$ cat src/lzwd_pkg.sv
// Shared types and constants of the LZW decoder.
`default_nettype none

package lzwd_pkg;

    localparam int ALPHABET_SIZE  = 256;
    localparam int DICT_DEPTH_DEF = 512;
    localparam int CODE_W         = 9;
    localparam int NFC_W          = 10;
    localparam int BYTE_W         = 8;
    localparam int STACK_DEPTH    = 257;
    localparam int SP_W           = 9;
    localparam int WORD_BYTES     = 8;
    localparam int LANE_W         = 4;
    localparam int WORD_W         = WORD_BYTES * BYTE_W;

    typedef struct packed {
        logic [CODE_W-1:0] code;
        logic              start_of_stream;
    } code_item_t;

    typedef struct packed {
        logic [WORD_W-1:0] bytes;
        logic [LANE_W-1:0] byte_count;
        logic              last;
        logic              error;
    } text_item_t;

    typedef enum logic [2:0] {
        ST_IDLE,
        ST_DECODE,
        ST_UNWIND,
        ST_EMIT,
        ST_ERROR
    } state_t;

    typedef enum logic [2:0] {
        CLS_START,
        CLS_START_BAD,
        CLS_STICKY,
        CLS_NORMAL,
        CLS_KWKWK,
        CLS_BAD
    } class_t;

    typedef struct packed {
        logic load_in;
        logic begin_start;
        logic begin_normal;
        logic begin_kwkwk;
        logic flag_error;
        logic unwind_step;
        logic commit;
        logic emit_run;
        logic emit_word;
        logic load_err;
    } cmd_t;

    typedef struct packed {
        class_t cls;
        logic   unwind_last;
        logic   word_ready;
        logic   final_word;
        logic   out_free;
    } sts_t;

endpackage

`default_nettype wire

$ cat src/lzwd_ctrl.sv
// Sequencing state machine of the LZW decoder.
`default_nettype none

module lzwd_ctrl
(
    input  wire logic          clk,
    input  wire logic          rst_n,
    input  wire logic          code_valid,
    output logic               code_stall,
    input  lzwd_pkg::sts_t     sts,
    output lzwd_pkg::cmd_t     cmd
);

    lzwd_pkg::state_t state_reg;
    lzwd_pkg::state_t state_next;

    always_ff @(posedge clk or negedge rst_n)
    begin
        if (!rst_n)
        begin
            state_reg <= lzwd_pkg::ST_IDLE;
        end
        else
        begin
            state_reg <= state_next;
        end
    end

    always_comb
    begin
        state_next = state_reg;
        unique case (state_reg)
            lzwd_pkg::ST_IDLE:
            begin
                if (code_valid)
                begin
                    state_next = lzwd_pkg::ST_DECODE;
                end
            end
            lzwd_pkg::ST_DECODE:
            begin
                unique case (sts.cls) inside
                    lzwd_pkg::CLS_START:
                    begin
                        state_next = lzwd_pkg::ST_EMIT;
                    end
                    lzwd_pkg::CLS_NORMAL, lzwd_pkg::CLS_KWKWK:
                    begin
                        state_next = lzwd_pkg::ST_UNWIND;
                    end
                    default:
                    begin
                        state_next = lzwd_pkg::ST_ERROR;
                    end
                endcase
            end
            lzwd_pkg::ST_UNWIND:
            begin
                if (sts.unwind_last)
                begin
                    state_next = lzwd_pkg::ST_EMIT;
                end
            end
            lzwd_pkg::ST_EMIT:
            begin
                if (sts.word_ready && sts.out_free && sts.final_word)
                begin
                    state_next = lzwd_pkg::ST_IDLE;
                end
            end
            lzwd_pkg::ST_ERROR:
            begin
                if (sts.out_free)
                begin
                    state_next = lzwd_pkg::ST_IDLE;
                end
            end
            default:
            begin
                state_next = lzwd_pkg::ST_IDLE;
            end
        endcase
    end

    always_comb
    begin
        cmd        = '0;
        code_stall = 1'b1;
        unique case (state_reg)
            lzwd_pkg::ST_IDLE:
            begin
                code_stall  = 1'b0;
                cmd.load_in = code_valid;
            end
            lzwd_pkg::ST_DECODE:
            begin
                unique case (sts.cls) inside
                    lzwd_pkg::CLS_START:
                    begin
                        cmd.begin_start = 1'b1;
                    end
                    lzwd_pkg::CLS_NORMAL:
                    begin
                        cmd.begin_normal = 1'b1;
                    end
                    lzwd_pkg::CLS_KWKWK:
                    begin
                        cmd.begin_kwkwk = 1'b1;
                    end
                    lzwd_pkg::CLS_START_BAD, lzwd_pkg::CLS_BAD:
                    begin
                        cmd.flag_error = 1'b1;
                    end
                    default:
                    begin
                        cmd.flag_error = 1'b0;
                    end
                endcase
            end
            lzwd_pkg::ST_UNWIND:
            begin
                cmd.unwind_step = 1'b1;
                cmd.commit      = sts.unwind_last;
            end
            lzwd_pkg::ST_EMIT:
            begin
                cmd.emit_run  = 1'b1;
                cmd.emit_word = sts.word_ready && sts.out_free;
            end
            lzwd_pkg::ST_ERROR:
            begin
                cmd.load_err = sts.out_free;
            end
            default:
            begin
                cmd = '0;
            end
        endcase
    end

endmodule

`default_nettype wire

$ cat config.mk
export PLATFORM = sky130hd
export DESIGN_NAME = lzwd_ctrl
export DESIGN_NICKNAME = d
export VERILOG_FILES = /design/src/lzwd_pkg.sv /design/src/lzwd_ctrl.sv
export SDC_FILE = /design/constraint.sdc
export NUM_CORES = 1
export LEC_CHECK = 0
export ABC_AREA = 1
export BUFFER_PORTS_ARGS = -buffer_cell sky130_fd_sc_hd__buf_2
export CAP_MARGIN = 20
export CELL_PAD_IN_SITES_DETAIL_PLACEMENT = 1
export CELL_PAD_IN_SITES_GLOBAL_PLACEMENT = 2
export CORE_UTILIZATION = 16
export CTS_BUF_LIST = sky130_fd_sc_hd__clkbuf_16
export DETAILED_ROUTE_END_ITERATION = 7
export GPL_TIMING_DRIVEN = 0
export PLACE_DENSITY = 0.68
export SLEW_MARGIN = 20
export SYNTH_ARGS = -nofsm -noshare
export SYNTH_HDL_FRONTEND = slang
export SYNTH_SLANG_ARGS = --single-unit
export TNS_END_PERCENT = 30
$ cat constraint.sdc
create_clock -name clk -period 1.4 [get_ports clk]
set_clock_uncertainty 0.05 [all_clocks]
set_input_delay 0.07 -clock clk [delete_from_list [all_inputs] [get_ports clk]]
set_output_delay 0.07 -clock clk [all_outputs]
set_load 0.02 [all_outputs]
==> results.ini <==
[status]
status = finished clean

[critical_path]
cp_num_buf_inv = 3
critPathRequiredTime_ns = 1.28
cp_common_cell = inv_2
cp_top_family = flip-flops
critPathLaunchType = register
slowest_delay_ns = 0.40
crit_type = reg -> out
critPathSlowestCell = dfrtp_1
crit_path_end_kind = output pin
worstPathMaxFanout = 4
path_cells = inv_2 -> nand2_1 -> nor2_4 -> inv_2 -> nor3_2 -> buf_4
worstPathArrival_ns = 1.27

[pwr]
total_leakage_power_nw = 0.342
peakVddDrop_mv = 0.728
powerDensity_nw_per_um2 = 2230

[clock_tree]
htreeDepth = 1
numCtsBuffers = 3
cts_tree = built
clk_pin_slew_ns = 0.03
cts.sinks = 3
clock_path_buffers = 2
root_buffer = clkbuf_16
clk_latency_ns = 0.23

[routing]
vias_per_cell = 3.85
wl_per_cell_um = 8.67
dr.pass1.iters = 4
antenna_left = 0
routed.top_layer = met4
met2WireLength_um = 423
first_iter_violations = 2
wl_met3_um = 70
m1WireLength_um = 373
drcViolationCount = 0
vias = 397
routed_wl_um = 893

[placement]
post-place-ws_ns = 0.220
place_area_um2 = 419
globalplace.congestion = 0.704
hpwl_um = 666
port_buffers = 20

[floorplanning]
die_height_um = 44.5
core_area_um2 = 1590
ios = 21
dieArea_um2 = 1980
rows = 14
start_util = 0.181
die_w_um = 44.5

[timing]
rsz0062_at_grt = true
fin_crit_sh = 0.993
clock.fmax_mhz = 720
timing.final.ws_setup_ns = 0.0104
worstMarginPinSlew_ns = 0.213
slew_viol_final = 0
fin_hold_ws_ns = 0.136
setup_viol = 0
final-hold-violation-count = 0
period_needed_ns = 1.39
slew_headroom = 0.857

[yosys]
syn_area_um2 = 289
ys_warn_count = 0
synth_fp_nets = 61
syn_inst = 51
seq_area_frac_synth = 0.260
syn_area_per_cell_um2 = 5.67
synth_cell_types = 14
synth-seq-cells = 3

[layout]
mostFrequentLayoutCell = buf_2
layout.nets = 90
post-route-cell-area_um2 = 557
layout_common_cells = buf_2 (17), nand2_1 (13), inv_1 (9), nor2_1 (6), buf_4 (6)
drive_above_1_share = 0.494
diodes = 0
largest_register_ffs = 3
areaGrowthSynthToFinish_pct = 92.6

[flow_run]
drv_cap = 0

[global_routing]
grt_first_pass_wirelength_mm = 1.42
track_usage = 0.106
grt_max_degree = 6
grt_pass1_vias = 363
grt_overflow = 0
antenna_found_initial = 0

[hold_path]
min_path_type = in -> async

## cells in the mapped netlist
cell type  instances  area share
nor2_1             6       0.078
nand3_1            5       0.087
nor4_1             1       0.022
nand2_1           14        0.18
nand3_2            1       0.035
inv_2              2       0.026
and3_1             1       0.022
nor2_2             3       0.065
o21ai_1            1       0.017
clkinv_1           1       0.013
dfrtp_1            3        0.26
nand2_2            2       0.043
nor3_1             2       0.035
inv_1              9        0.12
## final cells by class
class                   count  area [um^2]
clock buffers               3         75.1
fillers                   211         1040
repair buffers             24          140
flip-flops and latches      3         76.3
well taps                  24         30.0
multi-input cells          36          186
clock inverters             1         3.75
inverters                  12         45.0
## kinds of logic (layout without fill, tap and decap cells)
group	Yosys count	in the layout	share of synthesized area
buf+inv	12	40	0.156
compound gates	1	1	0.0173
simple gates	35	35	0.567
flops	3	3	0.260
## repair_timing
item | in CTS | in global routing
hold buffers | 1 | 0
gates resized for setup | 4 | 5
buffers inserted | 2 | 1
setup endpoints to repair | 2 | 8
gates cloned | 0 | 0
endpoints found under the hold margin | 3 | 0
pin swaps | 1 | 2
## stage by stage
| step | total power, mW | setup TNS, ns | util | instances |
|---|---|---|---|---|
| 2_1_floorplan | 0.547 | 0 | - | 51 |
| 3_3_place_gp | 0.698 | 0 | 0.263 | 95 |
| 3_5_place_dp | 0.703 | 0 | 0.263 | 95 |
| 4_1_cts | 1.22 | -0.0216 | 0.338 | 102 |
| 5_1_grt | 1.35 | -0.324 | 0.349 | 103 |
| 6_report | 1.24 | 0 | 0.349 | 103 |
## metal layers
metal / GRT usage / up-vias
met5: 0 / -
met4: 0.0909 / 0
met1: 0.115 / 168
li1: - / 208
met3: 0.0367 / 3
met2: 0.162 / 18
## power by group
group          internal (mW)  leakage, nW  switching, mW  total [mW]
Clock                  0.369       0.0423         0.0905       0.460
Combinational          0.226        0.262          0.364       0.590
Sequential             0.132       0.0373         0.0584       0.191
## path summary, 6_finish.rpt
check	start	endpoint	slack [ns]	cells after the start
min in group clk	sts[0]	state_reg[2]	0.14	4
hold / removal	rst_n	state_reg[1]	0.14	2
hold reg to reg	state_reg[0]	state_reg[2]	0.61	3
setup / recovery	state_reg[1]	cmd[5]	0.01	6
max in group asynchronous	rst_n	state_reg[0]	1.05	2
setup reg to reg	state_reg[1]	state_reg[0]	0.23	8
No activity file was read; power rests on OpenSTA's default activity.
